`config.mk`:
```
export PLATFORM = sky130hd
export DESIGN_NAME = fsk_ctrl
export DESIGN_NICKNAME = d
export VERILOG_FILES = /design/src/sv/fsk_pkg.sv /design/src/sv/fsk_ctrl.sv
export SDC_FILE = /design/constraint.sdc
export NUM_CORES = 1
export LEC_CHECK = 0
export BUFFER_PORTS_ARGS = -buffer_cell sky130_fd_sc_hd__buf_4
export CAP_MARGIN = 10
export CORE_UTILIZATION = 52
export DETAILED_ROUTE_END_ITERATION = 7
export PLACE_DENSITY_LB_ADDON = 0.1
export SLEW_MARGIN = 20
export SYNTH_ARGS = -nofsm -noshare
export SYNTH_HDL_FRONTEND = slang
export SYNTH_SLANG_ARGS = --single-unit
```
`constraint.sdc`:
```
create_clock -name clock -period 1.81 [get_ports clock]
set_clock_uncertainty 0.2 [all_clocks]
set_input_delay 0.362 -clock clock [delete_from_list [all_inputs] [get_ports clock]]
set_output_delay 0.362 -clock clock [all_outputs]
set_load 0.02 [all_outputs]
```
`src/sv/fsk_pkg.sv`:
```
// ----------------------------------------------------------------------------
// fsk_pkg
// Shared widths, codes and interface types of the frame skewness block.
// ----------------------------------------------------------------------------
package fsk_pkg;

   localparam int SAMPLE_BITS = 16;
   localparam int FRAC_BITS   = 16;
   localparam int MAX_OBS     = 1024;
   localparam int COUNT_BITS  = 11;
   localparam int SKEW_BITS   = 22;
   localparam int S1_BITS     = 26;
   localparam int S2_BITS     = 42;
   localparam int S3_BITS     = 58;
   localparam int A_BITS      = 80;
   localparam int B_BITS      = 54;
   localparam int Y_BITS      = 160;
   localparam int WIDE_BITS   = 212;
   localparam int MPL_BITS    = 80;
   localparam int BIT_BITS    = $clog2(SKEW_BITS);
   localparam int REQ_BITS    = 16;
   localparam int RSP_BITS    = 40;

   localparam logic [SKEW_BITS-1:0] CAP_POS = {1'b0, {(SKEW_BITS-1){1'b1}}};
   localparam logic [SKEW_BITS-1:0] CAP_NEG = {1'b1, {(SKEW_BITS-1){1'b0}}};

   typedef enum logic [4:0] {
      OP_NONE,
      OP_STEP,
      OP_M_S3N,
      OP_M_ACCN,
      OP_SAVE_A,
      OP_M_S1S2,
      OP_M_ACC3N,
      OP_SUB_A,
      OP_M_S1SQ,
      OP_SAVE_B,
      OP_M_S1B,
      OP_ADD2_A,
      OP_M_S2N,
      OP_SUBR_B,
      OP_ABS_A,
      OP_M_AA,
      OP_SAVE_X,
      OP_M_BB,
      OP_M_ACCB,
      OP_SAVE_Y,
      OP_M_CC,
      OP_M_YACC,
      OP_TRY,
      OP_SKIP,
      OP_M_RR,
      OP_ROUND,
      OP_EMIT,
      OP_EMIT_DEGEN
   } dp_op_type;

   typedef enum logic [5:0] {
      S_ACCUM,
      S_DRAIN,
      S_RUN,
      S_M1,
      S_M2,
      S_SAVE_A,
      S_M3,
      S_M4,
      S_SUB_A,
      S_M5,
      S_SAVE_B,
      S_M6,
      S_ADD_A,
      S_M7,
      S_SUBR_B,
      S_CHECK,
      S_ABS,
      S_M8,
      S_SAVE_X,
      S_M9,
      S_M10,
      S_SAVE_Y,
      S_TRIAL,
      S_MY,
      S_TRY,
      S_RND,
      S_MRY,
      S_ROUND,
      S_EMIT,
      S_DEGEN
   } ctl_state_type;

   typedef struct packed {
      dp_op_type op;
      logic      take;
   } dp_cmd_type;

   typedef struct packed {
      logic busy;
      logic b_zero;
      logic cand_ok;
      logic r_lt_cap;
      logic bit_last;
      logic out_full;
   } dp_status_type;

endpackage

```
`src/sv/fsk_ctrl.sv`:
```
// ----------------------------------------------------------------------------
// fsk_ctrl
// Sequencer that steps the datapath through the end-of-frame computation.
// ----------------------------------------------------------------------------
module fsk_ctrl (
   input  logic                  clock,
   input  logic                  reset,
   input  logic                  req_tvalid,
   input  logic                  req_tlast,
   output logic                  req_tready,
   input  fsk_pkg::dp_status_type status,
   output fsk_pkg::dp_cmd_type    cmd
);
   import fsk_pkg::*;

   ctl_state_type state_ff, state_in;
   ctl_state_type ret_ff, ret_in;

   always_ff @(posedge clock) begin
      if (reset) begin
         state_ff <= S_ACCUM;
         ret_ff   <= S_ACCUM;
      end else begin
         state_ff <= state_in;
         ret_ff   <= ret_in;
      end
   end

   always_comb begin
      state_in = state_ff;
      ret_in   = ret_ff;
      case (state_ff)
         S_ACCUM: begin
            if (req_tvalid && req_tlast) begin
               state_in = S_DRAIN;
            end
         end
         S_DRAIN:  state_in = S_M1;
         S_RUN: begin
            if (!status.busy) begin
               state_in = ret_ff;
            end
         end
         S_M1:     begin state_in = S_RUN; ret_in = S_M2;     end
         S_M2:     begin state_in = S_RUN; ret_in = S_SAVE_A; end
         S_SAVE_A: state_in = S_M3;
         S_M3:     begin state_in = S_RUN; ret_in = S_M4;     end
         S_M4:     begin state_in = S_RUN; ret_in = S_SUB_A;  end
         S_SUB_A:  state_in = S_M5;
         S_M5:     begin state_in = S_RUN; ret_in = S_SAVE_B; end
         S_SAVE_B: state_in = S_M6;
         S_M6:     begin state_in = S_RUN; ret_in = S_ADD_A;  end
         S_ADD_A:  state_in = S_M7;
         S_M7:     begin state_in = S_RUN; ret_in = S_SUBR_B; end
         S_SUBR_B: state_in = S_CHECK;
         S_CHECK:  state_in = status.b_zero ? S_DEGEN : S_ABS;
         S_ABS:    state_in = S_M8;
         S_M8:     begin state_in = S_RUN; ret_in = S_SAVE_X; end
         S_SAVE_X: state_in = S_M9;
         S_M9:     begin state_in = S_RUN; ret_in = S_M10;    end
         S_M10:    begin state_in = S_RUN; ret_in = S_SAVE_Y; end
         S_SAVE_Y: state_in = S_TRIAL;
         S_TRIAL: begin
            if (status.cand_ok) begin
               state_in = S_RUN;
               ret_in   = S_MY;
            end else if (status.bit_last) begin
               state_in = S_RND;
            end
         end
         S_MY:     begin state_in = S_RUN; ret_in = S_TRY; end
         S_TRY:    state_in = status.bit_last ? S_RND : S_TRIAL;
         S_RND: begin
            if (status.r_lt_cap) begin
               state_in = S_RUN;
               ret_in   = S_MRY;
            end else begin
               state_in = S_EMIT;
            end
         end
         S_MRY:    begin state_in = S_RUN; ret_in = S_ROUND; end
         S_ROUND:  state_in = S_EMIT;
         S_EMIT, S_DEGEN: begin
            if (!status.out_full) begin
               state_in = S_ACCUM;
            end
         end
         default:  state_in = S_ACCUM;
      endcase
   end

   always_comb begin
      req_tready = 1'b0;
      cmd.op     = OP_NONE;
      cmd.take   = 1'b0;
      case (state_ff)
         S_ACCUM: begin
            req_tready = 1'b1;
            cmd.take   = req_tvalid;
         end
         S_RUN:    cmd.op = status.busy ? OP_STEP : OP_NONE;
         S_M1:     cmd.op = OP_M_S3N;
         S_M2:     cmd.op = OP_M_ACCN;
         S_SAVE_A: cmd.op = OP_SAVE_A;
         S_M3:     cmd.op = OP_M_S1S2;
         S_M4:     cmd.op = OP_M_ACC3N;
         S_SUB_A:  cmd.op = OP_SUB_A;
         S_M5:     cmd.op = OP_M_S1SQ;
         S_SAVE_B: cmd.op = OP_SAVE_B;
         S_M6:     cmd.op = OP_M_S1B;
         S_ADD_A:  cmd.op = OP_ADD2_A;
         S_M7:     cmd.op = OP_M_S2N;
         S_SUBR_B: cmd.op = OP_SUBR_B;
         S_ABS:    cmd.op = OP_ABS_A;
         S_M8:     cmd.op = OP_M_AA;
         S_SAVE_X: cmd.op = OP_SAVE_X;
         S_M9:     cmd.op = OP_M_BB;
         S_M10:    cmd.op = OP_M_ACCB;
         S_SAVE_Y: cmd.op = OP_SAVE_Y;
         S_TRIAL:  cmd.op = status.cand_ok ? OP_M_CC : OP_SKIP;
         S_MY:     cmd.op = OP_M_YACC;
         S_TRY:    cmd.op = OP_TRY;
         S_RND:    cmd.op = status.r_lt_cap ? OP_M_RR : OP_NONE;
         S_MRY:    cmd.op = OP_M_YACC;
         S_ROUND:  cmd.op = OP_ROUND;
         S_EMIT:   cmd.op = status.out_full ? OP_NONE : OP_EMIT;
         S_DEGEN:  cmd.op = status.out_full ? OP_NONE : OP_EMIT_DEGEN;
         default:  cmd.op = OP_NONE;
      endcase
   end

endmodule

```
==> reports/qor.csv, run 1 <==
metric,value,unit
synth_fp_nets,205,
clock_path_buffers,2,
synthDistinctLibCells,52,
dpl.hpwl,3630,um
die_h,52.8,um
firstError,[ERROR GRT-0232] Routing congestion too high. Check the congestion heatmap in the GUI.,
gr-usage-all-layers,75.6,%
ys_seq_area_share,14.9,%
initial_core_util,54.6,%
stop_stage,global routing,
cts.sinks,10,
syn_inst,195,
syn_avg_cell_area,6.87,sq um
ys.flop_type,dfxtp_1,
worst_endpoint,cmd[4],
place_inst,277,
ctsHoldBuffers,0,
worstEndpointType,primary output,
htree_levels,1,
ys_warn_count,0,
die_x,52.8,um
row_count,18,
synth-async-reset-ratio,0,%
ios,17,
status,did not finish,
numCtsBuffers,3,
portBuffers,16,
synth_edf_count,0,
ys_ff_latch,10,
grt_overflow,25,
root_buffer,clkbuf_4,
gp_congestion,1.02,
dp_slack,-0.301,ns
netlist_area,0.00134,sq mm
grt_max_degree,13,
cells by family after synthesis:
logic type / share of synthesized area (%)
flip-flops: 14.9
AO/OA/AOI/OAI: 34.5
XOR/XNOR: 1.31
multiplexers: 2.52
AND/OR/NAND/NOR: 38.1
buffers and inverters: 8.68
stage by stage:
stage | hold WS [ns] | cell area (sq um)
after floorplan | 0.238 | 1440
after global placement | 0.266 | 1890
after detailed placement | 0.274 | 1890
after CTS | 0.139 | 2270
synthesized netlist by cell type (2+ instances only):
master / count / share of area, %
a221oi_1: 3 / 2.0
o21ai_1: 4 / 1.5
buf_2: 10 / 3.7
nand2b_1: 3 / 1.4
and2_1: 2 / 0.93
mux2_2: 3 / 2.5
o22ai_1: 2 / 0.93
nand4b_1: 2 / 1.3
o21ai_0: 16 / 6.0
a21oi_1: 20 / 7.5
clkbuf_1: 3 / 0.84
o32ai_1: 2 / 1.3
a211oi_1: 4 / 2.2
o211ai_1: 2 / 1.1
or2_2: 3 / 1.4
nor4_1: 2 / 0.93
a311oi_1: 3 / 2.0
buf_4: 4 / 2.2
dfxtp_1: 10 / 15
nor2_1: 16 / 4.5
and3_1: 4 / 1.9
nand3_1: 8 / 3.0
a21o_1: 2 / 1.1
nor3_1: 7 / 2.6
nor2b_1: 8 / 3.7
nand2_1: 19 / 5.3
and3b_1: 3 / 2.0
a31oi_1: 2 / 0.93
nand4_1: 3 / 1.4
inv_1: 2 / 0.56
or3b_1: 2 / 1.3
per-layer routing:
metal / GRT overflow / global-route usage, %
met5: 0 / 4.76
met2: 17 / 93.9
met3: 0 / 55.7
met4: 8 / 85.1
met1: 0 / 73.8
repair_timing:
action	in CTS
resized for setup	59
buffers inserted	21
setup endpoints to repair	17
pin swaps	27
==> inputs of run 2 (changes only) <==
--- a/config.mk
+++ b/config.mk
@@ -7,9 +7,10 @@
 export LEC_CHECK = 0
 export BUFFER_PORTS_ARGS = -buffer_cell sky130_fd_sc_hd__buf_4
 export CAP_MARGIN = 10
-export CORE_UTILIZATION = 52
+export CORE_AREA = 2 2 63 65
 export DETAILED_ROUTE_END_ITERATION = 7
-export PLACE_DENSITY_LB_ADDON = 0.1
+export DIE_AREA = 0 0 65 67
+export PLACE_DENSITY_LB_ADDON = 0.15
 export SLEW_MARGIN = 20
 export SYNTH_ARGS = -nofsm -noshare
 export SYNTH_HDL_FRONTEND = slang
==> constraint.sdc (replaced) <==
create_clock -name clock -period 2.4 [get_ports clock]
set_clock_uncertainty 0.2 [all_clocks]
set_input_delay 0.48 -clock clock [delete_from_list [all_inputs] [get_ports clock]]
set_output_delay 0.48 -clock clock [all_outputs]
set_load 0.02 [all_outputs]
==> reports/qor.csv, run 2 <==
metric,value,unit,change
vias_per_cell,6.00,,
wire_per_inst,16.4,um,
grt_pass1_vias,1412,,
path_class,register to primary output,,
synth_area_leaders,"dfxtp_1 15%, a21oi_1 7.5%, o21ai_0 6.0%",,
seqPwrFrac,21.2,%,
synth_fp_nets,205,,unchanged
finalSetupTns,0,ns,
ys.flop_type,dfxtp_1,,
tightest_slew,0.553,ns,
synth.most_common_cell,a21oi_1,,
syn_avg_cell_area,6.87,sq um,unchanged
netlist_area,0.00134,sq mm,unchanged
dpl.hpwl,3280,um,-9.7%
internal_power,643,uW,
maxSlewHeadroom,62.2,%,
crit_path_start_kind,register,,
fillers,371,,
status,completed,,
syn_inst,195,,unchanged
synth_top_area_share,14.9,%,unchanged
total_leakage_power,0.000649,uW,
synth_top_cells_by_count,"20 x a21oi_1, 19 x nand2_1, 16 x nor2_1, 16 x o21ai_0",,
max_freq,430,MHz,
drt_iter0_drc,170,,
critPathCaptureType,primary output,,
ios,17,,unchanged
ys_warn_count,0,,unchanged
final_common_cell,buf_4,,
die_area,0.00436,sq mm,
grt_max_degree,16,,
initial_core_util,37.2,%,-17 points
root_buffer,clkbuf_8,,
gp_congestion,0.919,,-9.6%
holdWs,0.278,ns,
antenna_found_initial,0,,
p_switching,480,uW,
setup_viol,0,,
slew_viol_final,0,,
drv_cap,0,,
nNetsFinal,230,,
ys_seq_area_share,14.9,%,unchanged
route.detailed.drc,0,,
drtAntennaViolNets,0,,
power_frac_comb,59.9,%,
rsz0062_at_grt,false,,
gr-usage-all-layers,20.8,%,
final_cell_mix,"36 x buf_4, 20 x a21oi_1, 19 x nand2_1",,
synth-async-reset-ratio,0,%,unchanged
cts_tree,built,,
synth_edf_count,0,,unchanged
hold_viol,0,,
numCtsBuffers,3,,unchanged
clk_latency,0.24,ns,
dr.pass1.iters,4,,
synthDistinctLibCells,52,,unchanged
wirelength,4380,um,
clk_pin_slew_worst_paths,0.05,ns,
row_count,22,,+4
die_x,65,um,+23%
hold_class,register to register,,
yosysTopAreaCell,dfxtp_1,,
pwr-share-clk,18.9,%,
cts.sinks,10,,unchanged
num_antenna_cells,0,,
crit_path_max_fanout,11,,
num_vias,1601,,
grt_overflow,0,,
ys_ff_latch,10,,unchanged
portBuffers,16,,unchanged
vdd_drop_max,0.289,mV,
period_share,97.0,%,
htree_levels,1,,unchanged
powerDensity,668,mW/mm^2,
clock_path_buffers,2,,unchanged
critPathArrivalTime,1.65,ns,
switching_share,42.8,%,
biggestRegsByFlops,"ret_ff (5), state_ff (5)",,
grt_pass1_wl,7040,um,
layout-drive-gt1-share,29.2,%,
core,0.00361,sq mm,
layout_min_cycle_time,2.33,ns,
die_h,67,um,+27%
required,1.72,ns,
area_delta_synth_final,25.6,%,
-- run 2: cell counts after synthesis --
No cell type changed its count.
-- run 2: repair_timing --
| action | in CTS | in global routing |
|---|---|---|
| setup endpoints to repair | 4 | 3 |
| pin swaps | 0 | 2 |
| setup buffers | 0 | 2 |
| hold endpoints to repair | 0 | 0 |
| hold buffers | 0 | 0 |
| gates resized for setup | 4 | 14 |
-- run 2: worst paths after layout --
kind               startpoint     endpoint  slack, ns  depth (start not counted)
setup / recovery  state_ff[1]       cmd[4]       0.07                          5
setup reg to reg  state_ff[1]    ret_ff[3]       0.31                          6
hold reg to reg     ret_ff[2]  state_ff[2]       0.28                          2
hold / removal      ret_ff[2]  state_ff[2]       0.28                          2
-- run 2: area by class of cell --
cell class              count  area (sq um)  area share, %
inverters                   3          25.0           1.49
flip-flops and latches     10           213           12.6
repair buffers             37           282           16.7
multi-input cells         165          1050           62.3
clock buffers               4          55.1           3.27
well taps                  48          60.1           3.57
-- run 2: through the flow --
step                      worst slack, ns  area (sq um)  power (uW)  cells  util (%)
final                              0.0717          1680        1120    267      46.7
after global routing              0.00385          1680        1210    267      46.7
after CTS                          0.0275          1630        1100    265      45.2
after detailed placement            0.119          1570         879    261      43.6
after global placement             0.0639          1570         874    261      43.6
after floorplan                    0.0185          1340         678    195         -
-- run 2: cell families after synthesis --
kind of cell              after synthesis  synth area share [%]
buffers and inverters                  20                  8.68
xor gates and xnor gates                2                  1.31
muxes                                   3                  2.52
DFF                                    10                  14.9
and+or+nand+nor                        91                  38.1
AOI/OAI and AO/OA                      69                  34.5
-- run 2: power groups by stage --
stage               registers, uW  clock network [uW]  logic, uW
detailed placement            231                   0        648
CTS                           232                 220        650
floorplan                     207                   0        471
global route                  242                 231        738
global placement              231                   0        642
finish                        239                 212        672
-- run 2: critical path, stage by stage, from the launching register on --
cell	delay [ns]
dfxtp_4	0.38
buf_4	0.18
or2_2	0.32
a221oi_1	0.28
o21ai_1	0.09
buf_4	0.16
-- run 2: per-layer routing --
metal,share of wire [%],GRT usage (%),vias to the layer above
li1,-,-,785
met3,7.8,3.38,8
met4,1.0,4.52,0
met1,45,29.0,740
met2,46,33.4,68
met5,0,0,-
Power figures use the tool's default switching activity.
